<file path="src/rtl/ocwm_pkg.sv">
// shared types, widths, constants and register codes of the omni wheel mixer
// used by every module under rtl; depends on nothing
package ocwm_pkg;

  localparam int WHEELS      = 4;
  localparam int STICK_W     = 11;
  localparam int MAG_W       = 11;
  localparam int SPEED_W     = 16;
  localparam int TOP_SPEED_W = 13;
  localparam int DEAD_ZONE_W = 10;
  localparam int ARM_W       = 10;
  localparam int SIGNS_W     = 16;
  localparam int ADDR_W      = 5;
  localparam int DATA_W      = 32;
  localparam int QUEUE_DEPTH = 4;

  localparam logic [TOP_SPEED_W-1:0] TOP_SPEED_RST   = 13'd2000;
  localparam logic [DEAD_ZONE_W-1:0] DEAD_ZONE_RST   = 10'd160;
  localparam logic [ARM_W-1:0]       ARM_Y_RST       = 10'd64;
  localparam logic [ARM_W-1:0]       ARM_X_RST       = 10'd64;
  localparam logic [SIGNS_W-1:0]     WHEEL_SIGNS_RST = 16'd58680;

  // exact floor division by 125 for numerators below 2^30
  localparam logic [30:0] RECIP_125    = 31'd1099511628;
  localparam int          RECIP_SHIFT  = 37;
  localparam logic [15:0] HALF_SQRT2_Q16 = 16'd46341;
  localparam logic [40:0] ROUND_Q24    = 41'd8388608;

  localparam logic [16:0] SAT_POS = 17'd32767;
  localparam logic [16:0] SAT_NEG = 17'd32768;
  localparam logic [SPEED_W-1:0] SPEED_POS_MAX = 16'h7FFF;
  localparam logic [SPEED_W-1:0] SPEED_NEG_MAX = 16'h8000;

  typedef enum logic [2:0] {
    REG_TOP_SPEED   = 3'd0,
    REG_DEAD_ZONE   = 3'd1,
    REG_ARM_Y       = 3'd2,
    REG_ARM_X       = 3'd3,
    REG_WHEEL_SIGNS = 3'd4
  } reg_idx_t;

  typedef struct packed {
    logic [TOP_SPEED_W-1:0] top_speed;
    logic [DEAD_ZONE_W-1:0] dead_zone;
    logic [ARM_W-1:0]       arm_y_q8;
    logic [ARM_W-1:0]       arm_x_q8;
    logic [SIGNS_W-1:0]     wheel_signs;
  } cfg_t;

  // stick excess beyond the dead zone, as magnitude and sign
  typedef struct packed {
    logic [MAG_W-1:0] fwd_mag;
    logic             fwd_neg;
    logic [MAG_W-1:0] side_mag;
    logic             side_neg;
    logic [MAG_W-1:0] turn_mag;
    logic             turn_neg;
  } item_t;

endpackage

</file>
<file path="src/rtl/ocwm_front.sv">
// front end: takes stick transfers, applies the dead zone and registers the excess
// depends on ocwm_pkg
module ocwm_front (
  input  logic                                clk,
  input  logic                                rst_n,
  input  logic [ocwm_pkg::DEAD_ZONE_W-1:0]    dead_zone,
  input  logic                                in_valid,
  output logic                                in_ready,
  input  logic signed [ocwm_pkg::STICK_W-1:0] in_stick_forward,
  input  logic signed [ocwm_pkg::STICK_W-1:0] in_stick_side,
  input  logic signed [ocwm_pkg::STICK_W-1:0] in_stick_turn,
  output logic                                item_valid,
  input  logic                                item_ready,
  output ocwm_pkg::item_t                     item
);

  logic            vld_r, vld_nxt;
  ocwm_pkg::item_t item_r, item_nxt;

  function automatic logic [ocwm_pkg::MAG_W:0] excess(
    input logic signed [ocwm_pkg::STICK_W-1:0] x,
    input logic [ocwm_pkg::DEAD_ZONE_W-1:0]    dz
  );
    logic signed [11:0] sx;
    logic [11:0]        ax;
    logic [11:0]        diff;
    sx = 12'(x);
    ax = sx[11] ? 12'(-sx) : 12'(sx);
    diff = ax - 12'(dz);
    if (ax > 12'(dz)) begin
      excess = {diff[ocwm_pkg::MAG_W-1:0], x[ocwm_pkg::STICK_W-1]};
    end else begin
      excess = '0;
    end
  endfunction

  assign in_ready   = !vld_r || item_ready;
  assign item_valid = vld_r;
  assign item       = item_r;

  always_comb begin
    vld_nxt  = in_ready ? in_valid : vld_r;
    item_nxt = item_r;
    if (in_valid && in_ready) begin
      {item_nxt.fwd_mag, item_nxt.fwd_neg}   = excess(in_stick_forward, dead_zone);
      {item_nxt.side_mag, item_nxt.side_neg} = excess(in_stick_side, dead_zone);
      {item_nxt.turn_mag, item_nxt.turn_neg} = excess(in_stick_turn, dead_zone);
    end
  end

  always_ff @(posedge clk) begin
    if (!rst_n) begin
      vld_r <= 1'b0;
    end else begin
      vld_r <= vld_nxt;
    end
  end

  always_ff @(posedge clk) begin
    item_r <= item_nxt;
  end

endmodule

</file>
<file path="config.mk">
export PLATFORM = sky130hd
export DESIGN_NAME = ocwm_front
export DESIGN_NICKNAME = d
export VERILOG_FILES = /design/src/rtl/ocwm_pkg.sv /design/src/rtl/ocwm_front.sv
export SDC_FILE = /design/constraint.sdc
export NUM_CORES = 1
export LEC_CHECK = 0
export ABC_CLOCK_PERIOD_IN_PS = 3900
export BUFFER_PORTS_ARGS = -buffer_cell sky130_fd_sc_hd__buf_2
export CAP_MARGIN = 20
export CORE_MARGIN = 5
export CORE_UTILIZATION = 28
export CTS_CLUSTER_DIAMETER = 100
export DETAILED_ROUTE_END_ITERATION = 8
export MAX_ROUTING_LAYER = met4
export PLACE_DENSITY_LB_ADDON = 0.05
export SYNTH_ARGS = -nofsm -noshare
export SYNTH_HDL_FRONTEND = slang
export SYNTH_SLANG_ARGS = --single-unit
</file>
<file path="constraint.sdc">
create_clock -name clk -period 3.9 [get_ports clk]
set_input_delay 0.78 -clock clk [delete_from_list [all_inputs] [get_ports clk]]
set_output_delay 0.78 -clock clk [all_outputs]
set_load 0.01 [all_outputs]
</file>
Word level (Yosys, flattened, before mapping)
Cells that the tools add are included.
{"block": "totals", "wordCells": 22, "ff_bits": 37, "input_bits": 47}
{"block": "classes", "reduce_logical": 3, "magnitude_cmp": 3, "mux": 3, "add_sub_neg": 6}
{"operator": "12-bit by 10-bit > comparator with 1-bit output", "count": 3}
{"operator": "12-bit two-way mux", "count": 3}
{"operator": "11-bit negator with 12-bit output", "count": 3}
{"operator": "11-bit by 10-bit subtractor with 11-bit output", "count": 3}
{"operator": "1-bit logical AND", "count": 1}
{"operator": "1-bit zero test", "count": 1}
{"operator": "1-bit logical OR", "count": 1}

Logic depth before layout (Yosys ltp)
{"block": "depth", "depth_word": 3, "mapped_depth": 12}

Least setup slack after synthesis
No wires, ideal clock.
{"block": "synth_timing", "kind": "input to register", "startpoint": "input in_stick_forward[4] (netlist bit)", "endpoint": "register item_r (netlist bit item[34]) (data pin)", "slack_ps": 687, "cell_stages": 10, "arrival_time_ps": 2945, "path_cell_list": "nor3_1 -> nand3_1 -> or3_1 -> o31a_1 -> xor2_1 -> ha_1 -> a21oi_1 -> o21ai_0 -> a21oi_2 -> o41ai_1"}
{"block": "synth_via", "elab_chain_cells": 3, "elab_cells_between_ends": 4, "classes_between": "2 x add/sub; 1 x order compare; 1 x mux"}
{"element": "start: declaration", "line": "ocwm_front.sv:9", "rtl": "input logic signed [ocwm_pkg::STICK_W-1:0] in_stick_forward,"}
{"element": "11-bit negator with 12-bit output", "line": "ocwm_front.sv:28", "rtl": "ax = sx[11] ? 12'(-sx) : 12'(sx);"}
{"element": "12-bit two-way mux *", "line": "ocwm_front.sv:28"}
{"element": "11-bit by 10-bit subtractor with 11-bit output / 12-bit by 10-bit > comparator with 1-bit output (equally long branches)", "line": "ocwm_front.sv:29, ocwm_front.sv:30"}
{"element": "end signal: assignment", "line": "ocwm_front.sv:60", "rtl": "item_r <= item_nxt;"}
{"element": "end: declaration", "line": "ocwm_front.sv:18", "rtl": "ocwm_pkg::item_t item_r, item_nxt;"}
Mark *: on every way between the ends. The rest lies on a longest branch, timed or not.
A chain may end at the register's enable or synchronous reset.

Final worst setup path
{"block": "layout_timing", "startpoint": "input in_stick_forward[2] (netlist bit)", "endpoint": "register item_r (netlist bit item[34]) (data pin)"}
The elaborated chain is that of the path after synthesis.

==> out/qor.csv <==
stage,metric,value,unit
route,routedWlPerCell,15.8,um
placement,post-dp-hpwl,7640,um
cts,cts_resized,0,
cts,numCtsBuffers,5,
synthesis,synth_cells,355,
global_routing,antenna_found_initial,0,
layout,final_cell_mix,"buf_2 (84), xnor2_1 (39), nor2_1 (38)",
layout,areaGrowthSynthToFinish,22.8,%
placement,io_buffers,84,
sta,clock.fmax,304,MHz
sta,worst_pin_slew,904,ps
route,drt_iter0_drc,102,
sta,fin_tns_setup,0,ps
cts,clock_latency,290,ps
status,status,"finished, final reports clean",
critical_path,r2r_end,item[4],
critical_path,reg2reg_slack,2360,ps
power_and_ir_drop,p_clk_frac,0.260,
route,wl,9330,um
global_routing,grt_usage,0.140,
critical_path,worstSetupEndpointType,flip-flop,
cts,cts.clk_slew.worst_paths,60,ps
cts,cts_root_buf,clkbuf_16,
sta,slew_headroom,0.397,
sta,finalHoldViolCount,0,
sta,rsz0062_at_grt,false,
route,viasPerCell,4.92,
global_routing,grt_pass1_wl,15300,um
power_and_ir_drop,ir_worst_vdd,0.000150,V
layout,antennaDiodeCount,0,
global_routing,grt_pass1_vias,3003,
global_routing,gr-total-overflow,0,
power_and_ir_drop,total_leakage_power,1.72,nW
layout,utilization,0.351,
power_and_ir_drop,power_frac_comb,0.399,
route,ant_nets,0,
synthesis,mappedNetlistArea,3260,um^2
power_and_ir_drop,power.density,378,nW/um^2
layout,final_layout_size_suffix_gt1_frac,0.224,
critical_path,cp-endpoint,item[34],
sta,finalSetupViolations,0,
synthesis,synth-async-reset-ratio,0,
power_and_ir_drop,p_switching,0.000518,W
synthesis,ys_ff_latch,37,
critical_path,crit_start,in_stick_forward[2],
synthesis,synth-edff-count,36,
critical_path,critPathMaxFanout,10,
sta,skew,4.97,ps
critical_path,rr_startpoint,item_valid,
power_and_ir_drop,seq_power_share,0.341,
synthesis,syn-mean-instance-area,9.18,um^2
die,core_area,11400,um^2
power_and_ir_drop,p_int,0.000993,W
cts,ctsLongestPathBuffers,2,
synthesis,syn-num-nets,438,
critical_path,critPathRequiredTime,3920,ps
layout,n_fill_cell,1240,
critical_path,reg2regPathDepth,2,
power_and_ir_drop,swShare,0.343,
cts,h-tree-depth,2,
die,die_x,118,um
die,rows,39,
synthesis,yosys_most_used_dff,edfxtp_1,
sta,slew_violations,0,
layout,layout_commonest_cell,buf_2,
critical_path,critPathLaunchType,input port,
synthesis,synth.distinct_cells,48,
sta,post-route-min-period,3290,ps
critical_path,arrival,3320,ps
route,post-route-drc-count,0,
cts,cts_hold_buf,0,
die,die_h,118,um
die,dieArea,13900,um^2
route,via_count,2898,
cts,clock_sinks,37,
synthesis,ys_seq_area_frac,0.338,
worst_hold_path,min_path_type,reg2reg,
flow_run,cap_violations,0,
sta,period_share,0.844,
die,pin_count,85,
cts,cts_setup_buffers,0,
placement,place_congestion,0.838,
critical_path,path_class,in2reg,
global_routing,grt_max_degree,37,
synthesis,yosys_warnings,0,
route,firstDrtPassIters,4,
cts,cts_tree,done,
layout,nNetsFinal,528,
die,initial_core_util,0.286,
cell type report:
cell class	instances	area, um^2	share of cell area
Multi-Input combinational cell	288	2050	0.512
Sequential cell	37	1100	0.275
Timing Repair Buffer	86	435	0.109
Tap cell	143	179	0.0447
Clock buffer	5	125	0.0313
Inverter	27	101	0.0253
Clock inverter	3	12.5	0.00313
logic make-up (layout without fill, tap and decap cells):
| group | Yosys count | in the layout | synth area share |
|---|---|---|---|
| AO/OA/AOI/OAI | 87 | 87 | 0.172 |
| XOR/XNOR | 44 | 44 | 0.118 |
| adder cells (fa/ha/maj) | 36 | 36 | 0.145 |
| buffers and inverters | 30 | 121 | 0.0345 |
| flip-flops | 37 | 37 | 0.338 |
| multiplexers | 2 | 2 | 0.00614 |
| AND/OR/NAND/NOR | 119 | 119 | 0.187 |
worst min-delay path by stage:
stage               startpoint         end  cells after the start
global placement    item_valid  item_valid                      2
floorplan           item_valid  item_valid                      2
global route        item_valid  item_valid                      2
CTS                 item_valid  item_valid                      2
detailed placement  item_valid  item_valid                      2
finish              item_valid  item_valid                      2
registers in the layout, indices dropped and copies added (netlist names):
name and flops:
item 36, item_valid 1
critical path: stages:
cell	delay [ps]
buf_2	130
nor3_1	310
nand3_1	140
or3_1	340
o31a_1	260
xor2_1	150
ha_1	350
nand2_1	80
nor3_1	150
o21ai_0	150
a21oi_2	340
o41ai_1	140
metal layers:
layer / share of wire / up-vias / GRT usage / wire length, um
li1: - / 1474 / - / -
met1: 0.48 / 1330 / 0.179 / 4520
met2: 0.44 / 77 / 0.215 / 4110
met3: 0.047 / 17 / 0.0284 / 435
met4: 0.028 / 0 / 0.0559 / 264
met5: 0 / - / - / 0
cell usage after synthesis, types with 3 or more instances:
cell,instances,share of area
edfxtp_1,36,0.33
fa_1,3,0.018
clkbuf_1,3,0.0035
xor2_1,5,0.013
o21ai_0,18,0.028
nand4_1,6,0.012
inv_1,27,0.031
o21a_1,6,0.014
nor2_1,38,0.044
xnor2_1,39,0.10
a31oi_1,8,0.015
o31ai_1,6,0.014
ha_1,33,0.13
a21oi_1,23,0.035
nand2_1,27,0.031
a21o_1,6,0.014
nand3_1,5,0.0077
nand2b_1,9,0.017
nor2b_1,9,0.017
or4_1,3,0.0069
o41ai_1,3,0.0081
or3_1,4,0.0077
nor3_1,4,0.0061
stage by stage:
step,total power (W),std cells,hold WS (ps),setup slack (ps),cell area (um^2)
after global placement,0.00114,581,500,360,3860
final,0.00151,589,524,607,4000
after floorplan,0.000946,355,610,687,3260
after CTS,0.00154,589,530,602,4000
after global routing,0.00163,589,581,194,4000
after detailed placement,0.00113,581,522,303,3860
power groups by stage:
stage                     logic [W]  registers, W  clock network (W)
final                      0.000603      0.000515           0.000393
after global routing       0.000680      0.000521           0.000424
after CTS                  0.000613      0.000517           0.000409
after detailed placement   0.000610      0.000525                  0
after global placement     0.000615      0.000523                  0
after floorplan            0.000393      0.000552                  0
Power figures use the tool's default switching activity.
