==> src/rtl/ocwm_pkg.sv <==
// shared types, widths, constants and register codes of the omni wheel mixer
// used by every module under rtl; depends on nothing
package ocwm_pkg;

  localparam int WHEELS      = 4;
  localparam int STICK_W     = 11;
  localparam int MAG_W       = 11;
  localparam int SPEED_W     = 16;
  localparam int TOP_SPEED_W = 13;
  localparam int DEAD_ZONE_W = 10;
  localparam int ARM_W       = 10;
  localparam int SIGNS_W     = 16;
  localparam int ADDR_W      = 5;
  localparam int DATA_W      = 32;
  localparam int QUEUE_DEPTH = 4;

  localparam logic [TOP_SPEED_W-1:0] TOP_SPEED_RST   = 13'd2000;
  localparam logic [DEAD_ZONE_W-1:0] DEAD_ZONE_RST   = 10'd160;
  localparam logic [ARM_W-1:0]       ARM_Y_RST       = 10'd64;
  localparam logic [ARM_W-1:0]       ARM_X_RST       = 10'd64;
  localparam logic [SIGNS_W-1:0]     WHEEL_SIGNS_RST = 16'd58680;

  // exact floor division by 125 for numerators below 2^30
  localparam logic [30:0] RECIP_125    = 31'd1099511628;
  localparam int          RECIP_SHIFT  = 37;
  localparam logic [15:0] HALF_SQRT2_Q16 = 16'd46341;
  localparam logic [40:0] ROUND_Q24    = 41'd8388608;

  localparam logic [16:0] SAT_POS = 17'd32767;
  localparam logic [16:0] SAT_NEG = 17'd32768;
  localparam logic [SPEED_W-1:0] SPEED_POS_MAX = 16'h7FFF;
  localparam logic [SPEED_W-1:0] SPEED_NEG_MAX = 16'h8000;

  typedef enum logic [2:0] {
    REG_TOP_SPEED   = 3'd0,
    REG_DEAD_ZONE   = 3'd1,
    REG_ARM_Y       = 3'd2,
    REG_ARM_X       = 3'd3,
    REG_WHEEL_SIGNS = 3'd4
  } reg_idx_t;

  typedef struct packed {
    logic [TOP_SPEED_W-1:0] top_speed;
    logic [DEAD_ZONE_W-1:0] dead_zone;
    logic [ARM_W-1:0]       arm_y_q8;
    logic [ARM_W-1:0]       arm_x_q8;
    logic [SIGNS_W-1:0]     wheel_signs;
  } cfg_t;

  // stick excess beyond the dead zone, as magnitude and sign
  typedef struct packed {
    logic [MAG_W-1:0] fwd_mag;
    logic             fwd_neg;
    logic [MAG_W-1:0] side_mag;
    logic             side_neg;
    logic [MAG_W-1:0] turn_mag;
    logic             turn_neg;
  } item_t;

endpackage

==> src/rtl/ocwm_queue.sv <==
// short first-in first-out queue between the front end and the arithmetic pipeline
// depends on ocwm_pkg
module ocwm_queue #(
  parameter int DEPTH = ocwm_pkg::QUEUE_DEPTH
) (
  input  logic            clk,
  input  logic            rst_n,
  input  logic            push_valid,
  output logic            push_ready,
  input  ocwm_pkg::item_t push_item,
  output logic            pop_valid,
  input  logic            pop_ready,
  output ocwm_pkg::item_t pop_item
);

  localparam int PTR_W = (DEPTH > 1) ? $clog2(DEPTH) : 1;
  localparam int CNT_W = $clog2(DEPTH + 1);

  ocwm_pkg::item_t  mem_r [DEPTH];
  logic [PTR_W-1:0] wr_ptr_r, wr_ptr_nxt;
  logic [PTR_W-1:0] rd_ptr_r, rd_ptr_nxt;
  logic [CNT_W-1:0] cnt_r, cnt_nxt;
  logic             push, pop;

  assign push_ready = (cnt_r != CNT_W'(DEPTH));
  assign pop_valid  = (cnt_r != '0);
  assign pop_item   = mem_r[rd_ptr_r];
  assign push       = push_valid && push_ready;
  assign pop        = pop_valid && pop_ready;

  always_comb begin
    wr_ptr_nxt = wr_ptr_r;
    rd_ptr_nxt = rd_ptr_r;
    cnt_nxt    = cnt_r;
    if (push) begin
      wr_ptr_nxt = (wr_ptr_r == PTR_W'(DEPTH - 1)) ? '0 : wr_ptr_r + 1'b1;
    end
    if (pop) begin
      rd_ptr_nxt = (rd_ptr_r == PTR_W'(DEPTH - 1)) ? '0 : rd_ptr_r + 1'b1;
    end
    if (push && !pop) begin
      cnt_nxt = cnt_r + 1'b1;
    end else if (pop && !push) begin
      cnt_nxt = cnt_r - 1'b1;
    end
  end

  always_ff @(posedge clk) begin
    if (!rst_n) begin
      wr_ptr_r <= '0;
      rd_ptr_r <= '0;
      cnt_r    <= '0;
    end else begin
      wr_ptr_r <= wr_ptr_nxt;
      rd_ptr_r <= rd_ptr_nxt;
      cnt_r    <= cnt_nxt;
    end
  end

  always_ff @(posedge clk) begin
    if (push) begin
      mem_r[wr_ptr_r] <= push_item;
    end
  end

endmodule

==> config.mk <==
export PLATFORM = sky130hd
export DESIGN_NAME = ocwm_queue
export DESIGN_NICKNAME = d
export VERILOG_FILES = /design/src/rtl/ocwm_pkg.sv /design/src/rtl/ocwm_queue.sv
export SDC_FILE = /design/constraint.sdc
export NUM_CORES = 1
export LEC_CHECK = 0
export CORE_MARGIN = 2
export CORE_UTILIZATION = 45
export DETAILED_ROUTE_END_ITERATION = 10
export DONT_BUFFER_PORTS = 1
export GPL_TIMING_DRIVEN = 0
export MAX_ROUTING_LAYER = met4
export PLACE_DENSITY = 0.66
export SYNTH_ARGS = -nofsm -noshare
export SYNTH_HDL_FRONTEND = slang
export SYNTH_SLANG_ARGS = --single-unit
==> constraint.sdc <==
create_clock -name clk -period 2.14 [get_ports clk]
set_input_delay 0.428 -clock clk [delete_from_list [all_inputs] [get_ports clk]]
set_output_delay 0.428 -clock clk [all_outputs]
set_load 0.01 [all_outputs]
; After elaboration in Yosys (flattened, before gate mapping)
; Memory sizes are Yosys's and may differ from the RTL's. A register that Yosys moved wholly into a read port is not among the register bits.
; Cells that the tools add are included.
[word_totals]
word_cells = 27
regBits = 7
n_memories = 1
ramBits = 144
output_inout_bits = 38
inputBits = 40
[op_classes]
n_eq_ne = 3
n_mux = 8
addsub = 4
reduce_logical = 8
[memory_table]
columns = name, words, word_bits, read_ports, rd_ports_with_merged_regs, write_ports, line_no
row1 = mem_r, 4, 36, 1, 1, 1, ocwm_queue.sv:19  ; ocwm_pkg::item_t mem_r [DEPTH];
[ops]
columns = op, n
row1 = 2-to-1 mux 2 bit, 4
row2 = 2-to-1 mux 3 bit, 2
row3 = "adder 2 x 1 -> 2 bit, second input constant", 2
row4 = "== test 2 bit, second input constant", 2
row5 = logical AND 1 bit, 4
row6 = "adder 3 x 1 -> 3 bit, second input constant", 1
row7 = "inequality test 3 bit, second input constant", 1
row8 = nonzero test 3 bit, 1
row9 = "subtractor 3 x 1 -> 3 bit, second input constant", 1
row10 = logical NOT 1 bit, 2
row11 = 2-to-1 mux 1 bit, 2
row12 = nonzero test 2 bit, 1

; Longest topological paths before layout
[logic_depth]
depth_word = 6
ltp_mapped = 9
mapped_depth_nobuf = 8

; Worst setup path before layout
; OpenSTA, ideal clock, no wires.
[synth_timing]
path_kind = flip-flop to flip-flop
start = reg cnt_r[0]
end = reg cnt_r[2]
setup_time_ps = 76
stages_incl_launch_ff = 8
synth_period_minus_slack_ps = 2204
n_path_buf = 0
t_arrival_ps = 2128
required_time_ps = 2064
setup_slack_ps = -64
path_cell_list = dfxtp_1 o31ai_1 ha_1 inv_1 fa_1 xor2_1 or3_2 a21boi_0
[synth_between]
elab_chain_len = 5
elab_cells_between_ends = 13
cone_classes = add/sub (2) / eq/ne (1) / mux (2) / reduce/logical (8)
[synth_lines]
columns = element, line_no
row1 = start: declaration, ocwm_queue.sv:22  ; logic [CNT_W-1:0] cnt_r, cnt_nxt;
row2 = start signal: assignment, ocwm_queue.sv:56  ; cnt_r <= cnt_nxt;
row3 = branches (longest 5 deep; another with subtractor 3 x 1 -> 3 bit), --
; Several ways; the timed one is not identified. The select of a mux whose other input is x is not followed.
; A chain may end at the register's enable or synchronous reset.

; Worst setup path in the final report
[layout_timing]
start = reg cnt_r[2]
end = reg cnt_r[2]
[layout_between]
elab_chain_len = 5
elab_cells_between_ends = 13
cone_classes = add/sub (2) / eq/ne (1) / mux (2) / reduce/logical (8)
[layout_lines]
columns = element, line_no
row1 = inequality test 3 bit (*), ocwm_queue.sv:25  ; assign push_ready = (cnt_r != CNT_W'(DEPTH));
row2 = via push_ready, ocwm_queue.sv:9  ; output logic push_ready,
row3 = logical AND 1 bit (*), ocwm_queue.sv:28  ; assign push = push_valid && push_ready;
row4 = via push, ocwm_queue.sv:23  ; logic push, pop;
row5 = logical NOT 1 bit, ocwm_queue.sv:43  ; end else if (pop && !push) begin
row6 = logical AND 1 bit, ocwm_queue.sv:43
row7 = nonzero test 2 bit (no source line), --
; The timed path passes the listed nets; every way through them passes the cells marked *. The select of a mux whose other input is x is not followed.

==> metrics.txt <==
Post-Route Utilization=53.17%; number of global-route vias before repair=2578; gr ovfl total=0; Initial Utilization=45.58%; Finished Layout Cells=451; Unique masters post-synth=27; critical path's top delay family=simple AND/OR/NAND/NOR gates; First-pass DRT Iterations=4; WP buf/inv=2; Crit. End Element=flip-flop; final non-filler cell area=6628 um^2; routed via count=approximately 2400; initial antenna violation count=0; Worst-Margin Slew=1.008 ns; Skew-Pair Late Insertion Delay=between 0.4 and 0.5 ns; Crit Path Max Fanout=7; DP Wirelength=5229 um; ys async rst share=0%; DP Area=5904 um^2; total power=between 8 and 9 mW; # placed instances=411; FP Rows=between 40 and 50; DRC Markers=0; Bufs on Longest Clock Path=2; crit path DAT=2.42 ns; port bufs=0; final count of pins violating max slew=0; first-pass GRT wire length=13920 um; core area=12470 um^2; CTS tree=built; post-route setup slack=roughly 0.076 ns; Die X=116.4 um; Fill cells=976; Crit path required time=2.49 ns; layout cells sized above 1=35.48%; largest net degree at the start of global routing=37; DIE AREA=13540 um^2; Nets=314; Syn Nets=approximately 290; startpoint class of the critical path=flip-flop; kind of critical path=reg2reg; Wirelength per Cell=20.67 um; Synth Warn #=0; Max Cap Viol=0; Peak Freq=484.6 MHz; Clock Skew=0.005774 ns; ant diodes=0; final number of hold-violating endpoints=0; Min-Delay Path Class=in2reg; cell area after synthesis=5682 um^2; commonest register cell after synthesis=edfxtp_1; Post-synth EDFFs=144; gpl congestion=0.6536; clock transition at the registers of the reported paths=approximately 0.06 ns; clock sinks=153; setup violators final=0; CTS Buf Count=17; slowest cell on the critical path=dfxtp_4; Post-Place Worst Slack=-0.1230 ns; crit-path max cell delay=0.36 ns; H-tree depth=4; clock root buffer=clkbuf_16; Post-Syn Instances=239; Vias/cell=5.251; critical path cell sequence=or3b_4 -> buf_6 -> and2_4 -> ha_4 -> inv_2 -> fa_2 -> xor2_2 -> or3_4 -> a21boi_2; static leakage=2.091 nW; gr usage total=15.10%; Routed WL=9323 um; fin crit period=between 2 and 2.5 ns; Slew HR=32.81%; Pwr Density=1239 nW/um^2; Worst VDD drop=about 0.00075 V; Tcrit/Tclk final=a little over nine tenths; Die Span Y=116.4 um; Ports=78; Post-Syn Area per Cell=between 20 and 25 um^2; area grow syn2layout=16.65%; status=finished clean; Seq/Total Area, Yosys=79.28%; #FFs+latches synth=153; ANT nets after route=0; 1st-iter DRT viols=130
==> path summary, 6_finish.rpt <==
kind	cells after the start	from	endpoint	slack, ns
min	0	push_item[21]	mem_r[3][21]$_DFFE_PP_	0.10
max	9	cnt_r[2]$_SDFFE_PN0P_	cnt_r[2]$_SDFFE_PN0P_	0.08
max reg2reg	9	cnt_r[2]$_SDFFE_PN0P_	cnt_r[2]$_SDFFE_PN0P_	0.08
min reg2reg	2	wr_ptr_r[0]$_SDFFE_PN0P_	wr_ptr_r[0]$_SDFFE_PN0P_	0.52
==> report_power, final <==
group	switching, mW	internal, mW	leakage (nW)
registers	0.107	3.66	1.40
logic	0.880	0.863	0.450
clock network	1.13	1.58	0.245
total	2.11	6.10	2.09
==> logic make-up after synthesis <==
kind of cell / Yosys count / share of synthesized area, %
simple gates: 20 / 2.070
fa+ha+maj: 7 / 1.674
flops: 153 / 79.28
buf+inv: 13 / 1.431
xor+xnor: 2 / 0.3084
mux: 38 / 14.62
compound gates: 6 / 0.6165
==> metrics by stage <==
| stage | TNS, ns | hold WS, ns |
|---|---|---|
| after floorplan | 0 | 0.4677 |
| after global placement | -0.07768 | 0.4841 |
| after CTS | -0.2740 | 0.07918 |
| after detailed placement | -0.1230 | 0.5094 |
| after global routing | -0.0001598 | 0.07381 |
| final | 0 | 0.1027 |
==> routing by layer <==
layer / wire, um / share of wire, % / vias to the layer above / track usage [%]
met5: 0 / 0 / - / -
met2: 4539 / 49 / 74 / 23.14
met1: 3903 / 42 / 1228 / 17.24
li1: - / - / 1050 / -
met3: 735 / 7.9 / 16 / 6.435
met4: 144 / 1.5 / 0 / 7.143
==> layout make-up <==
cell class / count / area (um^2) / area share [%]
repair buffers: 9 / 85.08 / 1.284
plain buffers: 10 / 122.6 / 1.850
clock buffers: 18 / 429.2 / 6.475
inverters: 3 / 11.26 / 0.1699
well taps: 172 / 215.2 / 3.247
clock inverters: 13 / 106.4 / 1.605
multi-input cells: 73 / 1142 / 17.24
flip-flops and latches: 153 / 4516 / 68.13
==> what timing repair did <==
action	CTS	global route
pin swaps	5	3
buffers inserted	4	4
resized for setup	21	10
cloned	0	1
hold buffers	0	0
endpoints found under the setup margin	31	31
==> state kept, by name, indices dropped and copies added, names as in the netlist, named ones only <==
signal and count:
cnt_r 3, wr_ptr_r 2, rd_ptr_r 2, mem_r 144
==> cell usage in the layout (no fill, tap or decap), types with 3 or more instances in the layout <==
cell          n
clkbuf_16    18
buf_12        4
nand2_1       5
mux4_2       36
clkinvlp_4    6
clkinv_2      3
o21ai_0       3
dfxtp_4       3
ha_1          5
dfxtp_1       6
and3_2        4
edfxtp_1    144
buf_4         9
==> synthesized netlist by cell type (all sizes together), types with 2 or more instances <==
cell	count	area [um^2]
mux2i	2	20.02
or3	2	15.01
and2	2	15.02
buf	8	62.56
and3	4	30.03
dfxtp	9	180.2
clkbuf	2	7.510
ha	6	75.07
inv	3	11.26
o21ai	4	20.01
nand3	2	10.01
mux4	36	810.8
nand2	5	18.77
nor2	2	7.510
edfxtp	144	4324
Note: power is estimated with default switching activity, not from simulation.
